==> src/rtl/core/bpd_pkg.sv <==
`default_nettype none

package bpd_pkg;

   // list capacity and derived widths
   localparam int CAPACITY = 256;
   localparam int ADDR_W   = (CAPACITY > 1) ? $clog2(CAPACITY) : 1;
   localparam int CNT_W    = $clog2(CAPACITY + 1);
   localparam int IDX_W    = 8;
   localparam int CMP_W    = (CNT_W > IDX_W) ? CNT_W : IDX_W;
   localparam int REC_W    = 24;

   // stream widths
   localparam int REQ_TUSER_W = 3;
   localparam int REQ_TDATA_W = 32;
   localparam int RSP_TUSER_W = 2;
   localparam int RSP_COUNT_W = 9;
   localparam int RSP_FIELD_W = RSP_COUNT_W + 3 * REC_W;
   localparam int RSP_TDATA_W = ((RSP_FIELD_W + 7) / 8) * 8;
   localparam int RSP_PAD_W   = RSP_TDATA_W - RSP_FIELD_W;

   // command queue between front and back
   localparam int QDEPTH = 2;
   localparam int QPTR_W = (QDEPTH > 1) ? $clog2(QDEPTH) : 1;
   localparam int QCNT_W = $clog2(QDEPTH + 1);

   typedef logic [REC_W-1:0]  rec_type;   // {x, y, glyph}, x in the top byte
   typedef logic [ADDR_W-1:0] addr_type;
   typedef logic [CNT_W-1:0]  count_type;

   typedef enum logic [2:0] {
      OP_INS_HEAD = 3'd0,
      OP_INS_TAIL = 3'd1,
      OP_REM_HEAD = 3'd2,
      OP_REM_TAIL = 3'd3,
      OP_READ     = 3'd4
   } op_type;

   typedef enum logic [2:0] {
      CMD_NOP,
      CMD_INS_HEAD,
      CMD_INS_TAIL,
      CMD_REM_HEAD,
      CMD_REM_TAIL,
      CMD_READ
   } cmd_kind_type;

   typedef enum logic [1:0] {
      ST_OK    = 2'd0,
      ST_FULL  = 2'd1,
      ST_EMPTY = 2'd2,
      ST_RANGE = 2'd3
   } status_type;

   typedef struct packed {
      cmd_kind_type        kind;
      rec_type             rec;
      logic [IDX_W-1:0]    idx;
   } cmd_type;

   // physical slot of (head + offset), offset below CAPACITY
   function automatic addr_type slot_add(input addr_type head, input addr_type offset);
      logic [ADDR_W:0] sum;
      sum = {1'b0, head} + {1'b0, offset};
      if (sum >= (ADDR_W + 1)'(CAPACITY)) begin
         sum = sum - (ADDR_W + 1)'(CAPACITY);
      end
      return sum[ADDR_W-1:0];
   endfunction

   // physical slot one place before head
   function automatic addr_type slot_dec(input addr_type head);
      addr_type res;
      if (head == '0) begin
         res = ADDR_W'(CAPACITY - 1);
      end else begin
         res = head - ADDR_W'(1);
      end
      return res;
   endfunction

endpackage

`default_nettype wire

==> src/rtl/core/bpd_cmd_queue.sv <==
`default_nettype none

module bpd_cmd_queue (
   input  logic             clock,
   input  logic             reset,
   input  logic             in_valid,
   output logic             in_ready,
   input  bpd_pkg::cmd_type in_cmd,
   output logic             out_valid,
   input  logic             out_ready,
   output bpd_pkg::cmd_type out_cmd
);
   import bpd_pkg::*;

   cmd_type             slot_ff [QDEPTH];
   logic [QPTR_W-1:0]   wr_ptr_ff, wr_ptr_in;
   logic [QPTR_W-1:0]   rd_ptr_ff, rd_ptr_in;
   logic [QCNT_W-1:0]   fill_ff, fill_in;
   logic                push, pop;

   function automatic logic [QPTR_W-1:0] next_ptr(input logic [QPTR_W-1:0] ptr);
      logic [QPTR_W-1:0] res;
      if (ptr == QPTR_W'(QDEPTH - 1)) begin
         res = '0;
      end else begin
         res = ptr + QPTR_W'(1);
      end
      return res;
   endfunction

   assign in_ready  = (fill_ff != QCNT_W'(QDEPTH));
   assign out_valid = (fill_ff != '0);
   assign out_cmd   = slot_ff[rd_ptr_ff];
   assign push      = in_valid && in_ready;
   assign pop       = out_valid && out_ready;

   always_comb begin
      wr_ptr_in = push ? next_ptr(wr_ptr_ff) : wr_ptr_ff;
      rd_ptr_in = pop ? next_ptr(rd_ptr_ff) : rd_ptr_ff;
      fill_in   = fill_ff;
      if (push && !pop) begin
         fill_in = fill_ff + QCNT_W'(1);
      end else if (pop && !push) begin
         fill_in = fill_ff - QCNT_W'(1);
      end
   end

   always_ff @(posedge clock) begin
      if (reset) begin
         wr_ptr_ff <= '0;
         rd_ptr_ff <= '0;
         fill_ff   <= '0;
      end else begin
         wr_ptr_ff <= wr_ptr_in;
         rd_ptr_ff <= rd_ptr_in;
         fill_ff   <= fill_in;
      end
   end

   always_ff @(posedge clock) begin
      if (push) begin
         slot_ff[wr_ptr_ff] <= in_cmd;
      end
   end

endmodule

`default_nettype wire

==> config.mk <==
export PLATFORM = sky130hd
export DESIGN_NAME = bpd_cmd_queue
export DESIGN_NICKNAME = d
export VERILOG_FILES = /design/src/rtl/core/bpd_pkg.sv /design/src/rtl/core/bpd_cmd_queue.sv
export SDC_FILE = /design/constraint.sdc
export NUM_CORES = 1
export LEC_CHECK = 0
export ABC_AREA = 0
export BUFFER_PORTS_ARGS = -buffer_cell sky130_fd_sc_hd__clkbuf_2
export CAP_MARGIN = 20
export CORE_MARGIN = 5
export CORE_UTILIZATION = 50
export DETAILED_ROUTE_END_ITERATION = 16
export GPL_ROUTABILITY_DRIVEN = 0
export GPL_TIMING_DRIVEN = 1
export HOLD_SLACK_MARGIN = 0.03
export PLACE_DENSITY_LB_ADDON = 0.3
export SYNTH_ARGS = -nofsm -noshare
export SYNTH_HDL_FRONTEND = slang
export SYNTH_SLANG_ARGS = --single-unit
==> constraint.sdc <==
create_clock -name clock -period 4.45 [get_ports clock]
set_input_delay 0.89 -clock clock [delete_from_list [all_inputs] [get_ports clock]]
set_output_delay 0.89 -clock clock [all_outputs]
set_load 0.01 [all_outputs]
### Word level (Yosys, flattened, before mapping)

Memories as Yosys holds them, arrays and structs flattened. A register that Yosys moved wholly into a read port is not among the register bits.
Cells that the tools add are included.

* $add $sub $neg: 4
* eq/ne operators: 1
* multiplexer cells: 8
* reductions and logical operators: 8

Operators by type and width (count)
* $mux 1: 6
* $logic_and 1x1->1: 4
* $mux 2: 2
* $reduce_bool 2->1: 2
* $add 1x1->1 const B: 2
* $add 2x1->2 const B: 1
* $logic_not 1->1: 2
* $ne 2x2->1 const B: 1
* $sub 2x1->2 const B: 1

* bits in registers: 4
* memory bits (writable): 70
* bits of input ports: 39
* output and inout port bits: 37
* logic and storage cells: 25
* memories: 1

Memories
* slot_ff: depth 2, bits a word 35, rd ports 1, clocked after memory_dff 1, wr ports 1, line bpd_cmd_queue.sv:15 `cmd_type slot_ff [QDEPTH];`

### Longest topological paths before layout

Gate-level depths: netlist of the first run.

* depth after elaboration: 6
* gate-level depth with buffers: 6
* mapped depth without buffers: 6

### Worst setup path after synthesis of the first run

OpenSTA, ideal clock, no wires.

* path kind: input port to flip-flop
* from: in in_valid
* to: mem slot_ff[1][0] in the netlist's numbering, enable pin
* library setup time: 396 ps
* data arrival time: 1791 ps
* required time: 4054 ps
* path slack: 2263 ps
* stages on the path: 1
* path buffers: 0
* cells stage by stage: and3_1

* word-level cells in the longest chain between the ends: 3

RTL lines
* start, declared: line bpd_cmd_queue.sv:6 `input logic in_valid,`
* $logic_and 1x1->1: line bpd_cmd_queue.sv:34 `assign push = in_valid && in_ready;`
* $mux 1: line bpd_cmd_queue.sv:61 `if (push) begin`
* $mux 1 (not written as such): line bpd_cmd_queue.sv:62 `slot_ff[wr_ptr_ff] <= in_cmd;`
* end, declared: line bpd_cmd_queue.sv:15

No other way between the ends.

==> results by group, run 1 <==
Yosys
  • Mean Syn Cell Area: 20.6 µm²
  • Async S/R FF share, synth: 0%
  • Synthesis-stage register bit count: between 70 and 80
  • Count leader, synth: edfxtp_1
  • Mapped cell area: 0.00274 mm²
  • Post-synth top area cell: edfxtp_1
  • Synth cell types: 17
  • Cells after synthesis: 133
  • Register area share after synthesis: 80.4%
  • Yosys warning count: 0
  • Post-synth top flop: edfxtp_1
  • Synth top area share: between 70% and 80%
  • Syn nets: 173
  • Most frequent cells after synthesis: edfxtp_1, mux2_2, dfxtp_1
  • Post-synth EDFFs: 70
  • Leading post-synthesis cells by cell area: edfxtp_1, mux2_2, dfxtp_1

Setup path
  • Kind of critical path: register to output port
  • Worst setup EP type: output port
  • Worst R2R Path Depth: 2
  • WP data required: about 3.6 ns
  • CP Launch Type: register
  • CP Max Fanout: 31
  • Data arrival, critical path: 1.67 ns

Finish
  • Synthesis-to-finish area growth: 22.4%
  • Diodes inserted: 0
  • Layout Nets: 257
  • Cell Count, Final, Fillers Out: 294
  • Layout cells sized above 1: 56.8%

Global routing
  • First-pass GRT wire length: 6960 µm
  • Number of global-route vias before repair: 1493
  • Initial antenna violation count: 0
  • Total GRT Usage: 13.2%
  • Remaining global-route overflow: 0
  • Largest net degree at the start of global routing: 36

Route
  • Post-Route WL: ~4400 µm
  • Iter 0 DRT Violations: 69
  • Vias per cell: 4.87
  • # DRC: 0
  • WL per Instance: roughly 15 µm
  • First drt pass iteration count: 4
  • Post-DRT Antenna Nets: 0
  • Routed vias: 1431

Die
  • Initial Util: between 50% and 60%
  • Die height: 84.0 µm
  • Chip width: 84.0 µm
  • Core Rows: 27
  • Die area: 0.00706 mm²
  • # IOs: between 70 and 80
  • Total core area: between 0.005 and 0.006 mm²

STA
  • Final Skew: 0.00358 ns
  • RSZ-0062 raised after global routing: false
  • Final setup fails: 0
  • Setup TNS: 0 ns
  • Final Critical Period: 2.56 ns
  • Period Utilization, post-route: a little under three fifths
  • Slew @ Worst Pin: 0.854 ns
  • Final slew viol count: 0
  • Slew HR: 43.1%
  • F_max: between 0.3 and 0.4 GHz
  • Final Hold Fails: 0

Clock tree
  • Post-cts resize count: 0
  • Htree depth: 3
  • Worst skew pair latency: 0.32 ns
  • Setup bufs post-CTS: 0
  • CTS tree: built
  • Clock sinks: 75
  • CTS Buffer Depth: 2
  • CTS clock-pin slew for the worst setup and hold paths: ~0.06 ns
  • Cts hold-fix bufs: 0
  • CTS Buf Count: 9
  • CTS Root Cell: clkbuf_8

Place
  • Placed Cells: 278
  • Port-buffer cells: 75
  • Hpwl dp: 2950 µm

Hold path
  • HP Class: register to register
  • WHS Path Cells: 2

Pwr
  • Static Leak: 1.28 nW
  • Power density over the cells: ~530 mW/mm²
  • Peak supply drop: roughly 0.33 mV

Run status
  • Status: finished clean

Run
  • Max_cap viols: 0
-- metal layers --
metal | up-vias | wire, µm | GRT usage (%)
met5 | - | 0 | 0
met4 | 0 | 83 | 7.46
met3 | 9 | 241 | 3.65
met2 | 47 | 2330 | 22.7
met1 | 692 | 1710 | 14.6
li1 | 683 | - | -
-- registers in the layout, indices dropped and copies added (netlist names), named ones only --
name and count:
fill_ff 2, rd_ptr_ff 1, wr_ptr_ff 1, slot_ff 70
-- cell families after synthesis --
group / share of synthesized area, %
flops: 80.4
mux: 14.4
simple gates: 1.83
compound gates: 1.10
buf+inv: 0.868
xor+xnor: 0.960
fa+ha+maj: 0.457
-- cell usage in the layout (no fill, tap or decap), types with 3 or more instances in the layout --
cell / n
clkbuf_1: 3
edfxtp_1: 70
nor2_1: 3
clkbuf_2: 75
dfxtp_1: 5
clkbuf_8: 9
xor2_1: 3
mux2_2: 35
-- worst max-delay path, cell delays in order, from the launching register on --
cell	delay [ns]
dfxtp_1	0.41
buf_4	0.40
mux2_2	0.40
clkbuf_2	0.13
-- power by group --
group	total (mW)	internal (mW)	leakage (nW)	switching (mW)
Sequential	0.915	0.884	0.695	0.0315
Combinational	0.461	0.221	0.510	0.241
Clock	0.409	0.197	0.0792	0.212
-- through the flow --
step | cell area [µm²] | power, mW | utilization [%] | setup slack [ns] | hold WS [ns]
after floorplan | 2740 | 1.23 | - | 2.26 | 0.471
after global placement | 3200 | 1.40 | 59.2 | 2.22 | 0.503
after detailed placement | 3200 | 1.40 | 59.2 | 2.20 | 0.503
after CTS | 3350 | 1.81 | 62.0 | 1.84 | 0.525
after global routing | 3350 | 1.89 | 62.0 | 1.77 | 0.553
final | 3350 | 1.79 | 62.0 | 1.89 | 0.514
-- final cells by class --
cell class                 instances  area [µm²]
tap                               72        90.1
inverter                           1        3.75
fill                             435        2050
timing repair buffer              77         390
clock inverter                     4        17.5
multi-input combinational         53         514
clock buffer                      12         135
sequential                        75        2200
-- final timing paths --
path	startpoint	endpoint	slack, ns
max	register	out_cmd[34]	1.89
min	rd_ptr_ff	register	0.51
max reg2reg	fill_ff[0]	slot_ff[1][5]	2.69
min reg2reg	rd_ptr_ff	register	0.51
Power figures use the tool's default switching activity.
==> inputs of run 2 (changes only) <==
--- a/config.mk
+++ b/config.mk
@@ -5,11 +5,11 @@
 export SDC_FILE = /design/constraint.sdc
 export NUM_CORES = 1
 export LEC_CHECK = 0
-export ABC_AREA = 0
+export ABC_AREA = 1
 export BUFFER_PORTS_ARGS = -buffer_cell sky130_fd_sc_hd__clkbuf_2
 export CAP_MARGIN = 20
 export CORE_MARGIN = 5
-export CORE_UTILIZATION = 50
+export CORE_UTILIZATION = 47
 export DETAILED_ROUTE_END_ITERATION = 16
 export GPL_ROUTABILITY_DRIVEN = 0
 export GPL_TIMING_DRIVEN = 1
==> constraint.sdc (replaced) <==
create_clock -name clock -period 2.3 [get_ports clock]
set_input_delay 0.46 -clock clock [delete_from_list [all_inputs] [get_ports clock]]
set_output_delay 0.46 -clock clock [all_outputs]
set_load 0.01 [all_outputs]
==> results by group, run 2 <==
Run status
  • Status: finished clean

Yosys
  • Register area share after synthesis: 75.4%
  • Post-synth top area cell: edfxtp_1
  • Post-synth EDFFs: 70
  • Count leader, synth: edfxtp_1
  • Syn nets: between 150 and 200
  • Most frequent cells after synthesis: edfxtp_1, mux2_4, nand2_1
  • Synthesis-stage register bit count: 75
  • Leading post-synthesis cells by cell area: edfxtp_1, mux2_4, dfxtp_1
  • Synth cell types: 14
  • Async S/R FF share, synth: 0%
  • Post-synth top flop: edfxtp_1
  • Mean Syn Cell Area: 20.0 µm²
  • Cells after synthesis: between 100 and 150
  • Mapped cell area: between 0.002 and 0.003 mm²
  • Yosys warning count: 0
  • Synth top area share: roughly 70%

Die
  • Core Rows: 28
  • Chip width: 88.8 µm
  • Total core area: 0.00599 mm²
  • Die area: 0.00789 mm²
  • Initial Util: between 40% and 50%
  • Die height: slightly below 90 µm
  • # IOs: 76

STA
  • Final slew viol count: 0
  • Final Critical Period: 2.07 ns
  • Final Skew: 0.00378 ns
  • Period Utilization, post-route: approximately nine tenths
  • RSZ-0062 raised after global routing: false
  • Slew @ Worst Pin: just over 0.4 ns
  • Final setup fails: 0
  • Final Hold Fails: 0
  • F_max: ~0.48 GHz
  • Slew HR: around 72%

Setup path
  • WP data required: 1.84 ns
  • Max stage delay cell, worst path: dfxtp_2
  • Worst R2R Path Depth: 10
  • CP Max Fanout: 13
  • CP peak stage delay: 0.59 ns
  • Worst reg2reg path endpoint: fill_ff[1]
  • Kind of critical path: register to output port
  • CP cell instances: buf_12 -> mux2_2 -> clkbuf_2
  • Data arrival, critical path: 1.61 ns
  • R2R Setup Slk: 0.73 ns
  • CP Launch Type: register
  • Worst setup EP type: output port
  • Worst r2r src: fill_ff[0]
  • Critical path capture point: out_cmd[20]
  • Critical path's top delay family: flip-flops
  • Worst Path Buf+Inv: 2
  • Levels on crit path: 3

Clock tree
  • CTS Root Cell: clkbuf_8
  • Htree depth: 3
  • Post-cts resize count: 0
  • CTS Buffer Depth: 2
  • Clock sinks: 75
  • Setup bufs post-CTS: 0
  • Cts hold-fix bufs: 0
  • Worst skew pair latency: between 0.3 and 0.4 ns
  • CTS tree: built
  • CTS clock-pin slew for the worst setup and hold paths: 0.07 ns
  • CTS Buf Count: 9

Finish
  • Most common cell after layout, fill and taps aside: clkbuf_2
  • Layout Nets: 274
  • Post-layout instance area: roughly 0.0036 mm²
  • Sequential Area: 0.00220 mm²
  • Area of the multi-input gates: 631 µm²
  • Final Util: 60.8%
  • Layout cells sized above 1: 56.1%
  • Diodes inserted: 0
  • Final-layout fill cell count: 461
  • Cell Count, Final, Fillers Out: around 310
  • Regs by FF count: slot_ff: 70 flops, fill_ff: 2 flops
  • Synthesis-to-finish area growth: 24.8%
  • Most frequent cells in the layout: clkbuf_2, edfxtp_1, mux2_4
  • Reg with most FFs: slot_ff
  • Max reg flops: 70

Global routing
  • Initial antenna violation count: 0
  • First-pass GRT wire length: around 7700 µm
  • Largest net degree at the start of global routing: 23
  • Total GRT Usage: between 10% and 20%
  • Number of global-route vias before repair: between 1500 and 2000
  • Remaining global-route overflow: 0

Pwr
  • Peak supply drop: 0.743 mV
  • Static Leak: 1.48 nW
  • Power density over the cells: 1100 mW/mm²
  • Overall Power: 4.01 mW

Route
  • # DRC: 0
  • First drt pass iteration count: 4
  • WL per Instance: 16.1 µm
  • Iter 0 DRT Violations: 99
  • Routed vias: 1490
  • Post-Route WL: 5050 µm
  • Vias per cell: 4.75
  • Post-DRT Antenna Nets: 0

Place
  • Placed instance area: 0.00340 mm²
  • Hpwl dp: 3590 µm
  • Port-buffer cells: 75
  • Placed Cells: 298

Run
  • Max_cap viols: 0

Hold path
  • HP Class: input pin to register
==> run 2: worst reg2reg max path: stages, from the launching register on <==
cell and delay [ns]:
dfxtp_1 0.33, inv_1 0.12, nand2_1 0.09, nand2_1 0.22
inv_1 0.10, ha_1 0.34, inv_1 0.08, nand3_1 0.07
nand2_1 0.06, inv_1 0.04, nor2_1 0.08
==> run 2: routing by layer <==
metal	track usage, %	up-vias	share of wire [%]
li1	-	724	-
met1	15.6	715	39
met2	23.3	46	54
met3	3.63	5	6.1
met4	7.01	0	1.3
met5	0	-	0
==> run 2: where the power goes <==
part           leakage, nW  internal, mW  switching (mW)  total [mW]
logic                0.675         0.516           0.503        1.02
registers            0.695          1.73          0.0895        1.82
clock network        0.109         0.716           0.455        1.17
==> run 2: worst min-delay path by stage <==
stage                          start             end  slack, ns  cells past startpoint
after global routing       in_cmd[6]   slot_ff[1][6]       0.29                      1
after detailed placement   rd_ptr_ff       rd_ptr_ff       0.50                      2
final                     in_cmd[14]  slot_ff[1][14]       0.31                      1
after floorplan            rd_ptr_ff        register       0.46                      2
after global placement     rd_ptr_ff       rd_ptr_ff       0.48                      2
after CTS                 in_cmd[14]  slot_ff[1][14]       0.30                      1
==> run 2: cell families (layout without fill, tap and decap cells) <==
family,after synthesis,in the layout,share of synthesized area (%)
AO/OA/AOI/OAI,4,4,0.686
adder cells (fa/ha/maj),1,1,0.429
buffers and inverters,12,105,3.47
flip-flops,75,75,75.4
multiplexers,35,35,17.4
AND/OR/NAND/NOR,19,19,2.61
==> run 2: cell type report <==
type | instances | area share (%)
Clock inverter | 7 | 3.19
Timing Repair Buffer | 81 | 12.2
Inverter | 8 | 0.824
Clock buffer | 9 | 3.40
Sequential cell | 75 | 60.5
Multi-Input combinational cell | 59 | 17.3
Tap cell | 75 | 2.58
==> run 2: stage by stage <==
step                hold slack (ns)  TNS (ns)  setup WS [ns]
global placement              0.484         0          0.576
global route                  0.288         0          0.135
finish                        0.315         0          0.232
detailed placement            0.499         0          0.564
floorplan                     0.465    -15.15         -0.216
CTS                           0.298         0          0.191
==> inputs of run 3 (changes only) <==
--- a/config.mk
+++ b/config.mk
@@ -15,6 +15,7 @@
 export GPL_TIMING_DRIVEN = 1
 export HOLD_SLACK_MARGIN = 0.03
 export PLACE_DENSITY_LB_ADDON = 0.3
+export RECOVER_POWER = 50
 export SYNTH_ARGS = -nofsm -noshare
 export SYNTH_HDL_FRONTEND = slang
 export SYNTH_SLANG_ARGS = --single-unit
==> results by group, run 3 (synthesized netlist as in run 2, its figures left out) <==
Setup path
  • Worst R2R Path Depth: 5
  • Worst Path Buf+Inv: 2
  • CP Launch Type: register
  • Kind of critical path: register to output port
  • R2R Setup Slk: roughly 0.49 ns
  • CP Max Fanout: 13
  • Worst setup EP type: output port
  • CP peak stage delay: 0.59 ns
  • Critical path capture point: out_cmd[21]
  • Worst reg2reg path endpoint: slot_ff[1][25]
  • CP cell instances: buf_12 -> mux2_2 -> clkbuf_2
  • Worst r2r src: fill_ff[0]
  • Critical path's top delay family: flip-flops
  • WP data required: between 1.5 and 2 ns
  • Data arrival, critical path: 1.61 ns
  • Levels on crit path: 3
  • Max stage delay cell, worst path: dfxtp_2

Clock tree
  • CTS Buf Count: 9
  • CTS Root Cell: clkbuf_8
  • Htree depth: 3
  • Cts hold-fix bufs: 0
  • Setup bufs post-CTS: 0
  • CTS tree: built
  • CTS Buffer Depth: 2
  • Post-cts resize count: 0
  • Worst skew pair latency: between 0.3 and 0.4 ns
  • Clock sinks: 75
  • CTS clock-pin slew for the worst setup and hold paths: 0.07 ns

Pwr
  • Combinational power share: about a quarter
  • Clock group share of total power: 29.3%
  • Net switching power: between 1 and 1.5 mW
  • Switching power share of the total: 26.1%
  • Flop pwr share: 45.6%
  • Power density over the cells: 1110 mW/mm²
  • Static Leak: 1.38 nW
  • Internal power: 2.95 mW
  • Peak supply drop: just over 0.7 mV

Global routing
  • Largest net degree at the start of global routing: 23
  • Total GRT Usage: 13.6%
  • First-pass GRT wire length: around 7700 µm
  • Initial antenna violation count: 0
  • Remaining global-route overflow: 0
  • Number of global-route vias before repair: 1579

Run
  • Max_cap viols: 0

Finish
  • Max reg flops: 70
  • Synthesis-to-finish area growth: 23.0%
  • Diodes inserted: 0
  • Regs by FF count: slot_ff: 70 flops, fill_ff: 2 flops
  • Post-layout instance area: 0.00359 mm²
  • Layout cells sized above 1: 42.3%
  • Most common cell after layout, fill and taps aside: edfxtp_1
  • Reg with most FFs: slot_ff
  • Most frequent cells in the layout: edfxtp_1, clkbuf_2, clkbuf_1
  • Layout Nets: 274

STA
  • Slew @ Worst Pin: 0.787 ns
  • Final Hold Fails: 0
  • Final setup fails: 0
  • RSZ-0062 raised after global routing: false
  • Period Utilization, post-route: 89.8%
  • Final slew viol count: 0
  • Slew HR: 47.5%
  • F_max: a little under 0.5 GHz
  • Final Critical Period: 2.07 ns
  • Final Skew: between 0.003 and 0.004 ns
  • Setup TNS: 0 ns

Die
  • # IOs: 76
  • Core Rows: 28
  • Chip width: 88.8 µm
  • Die height: 88.8 µm
  • Initial Util: 48.7%
  • Total core area: 0.00599 mm²
  • Die area: 0.00789 mm²

Hold path
  • HP Class: input pin to register

Route
  • Post-Route WL: 5040 µm
  • WL per Instance: 16.1 µm
  • Iter 0 DRT Violations: 73
  • Vias per cell: 4.76
  • Routed vias: roughly 1500
  • # DRC: 0
  • First drt pass iteration count: 4
  • Post-DRT Antenna Nets: 0

Place
  • Port-buffer cells: 75
  • Hpwl dp: 3590 µm
  • Placed instance area: 0.00340 mm²

Run status
  • Status: finished clean
## run 3: changes by cell type in the layout (fill, tap and decap cells not counted)
cell / change
nor2_4: -1
nor2_1: +1
clkbuf_2: -30
buf_4: -2
clkbuf_1: +32
## run 3: per-layer routing
layer / GRT usage [%] / up-vias / share of wire [%]
met5: 0 / - / 0
met4: 7.01 / 0 / 0.54
met3: 3.63 / 2 / 6.4
met2: 23.3 / 53 / 55
met1: 15.6 / 715 / 38
li1: - / 725 / -
## run 3: final cells by class
class,count,area [µm²]
Fill cell,480,2400
Sequential cell,75,2200
Multi-Input combinational cell,59,623
Timing Repair Buffer,81,400
Clock buffer,9,124
Clock inverter,7,116
Tap cell,75,93.8
Inverter,8,30.0
## run 3: worst min-delay path by stage
stage / endpoint / slack [ns] / cells after the start / startpoint
after floorplan: register / 0.46 / 2 / rd_ptr_ff
after global placement: rd_ptr_ff / 0.48 / 2 / rd_ptr_ff
after detailed placement: rd_ptr_ff / 0.50 / 2 / rd_ptr_ff
after CTS: slot_ff[1][14] / 0.30 / 1 / in_cmd[14]
after global routing: slot_ff[1][6] / 0.29 / 1 / in_cmd[6]
final: slot_ff[1][14] / 0.32 / 1 / in_cmd[14]
## run 3: power groups by stage
stage          sequential (mW)  clock [mW]  combinational [mW]
5_1_grt                   1.84        1.27                1.08
3_3_place_gp              1.84           0                1.03
6_report                  1.82        1.17               0.998
3_5_place_dp              1.85           0                1.04
4_1_cts                   1.82        1.20                1.04
2_1_floorplan             1.80           0               0.741
## run 3: worst reg2reg max path, stage by stage, from the launching register on
cell and delay [ns]:
dfxtp_1 0.35, inv_1 0.09, nand2_1 0.09, nand2_1 0.14, nor2_1 0.17, clkbuf_1 0.60
## run 3: through the flow
stage	hold WS (ns)	power (mW)	setup WS, ns	util [%]	cells
3_3_place_gp	0.484	2.87	0.576	56.8	298
5_1_grt	0.288	4.19	0.135	59.9	314
3_5_place_dp	0.499	2.89	0.564	56.8	298
2_1_floorplan	0.465	2.55	-0.216	-	146
6_report	0.317	3.98	0.234	59.9	314
4_1_cts	0.298	4.06	0.191	60.8	314
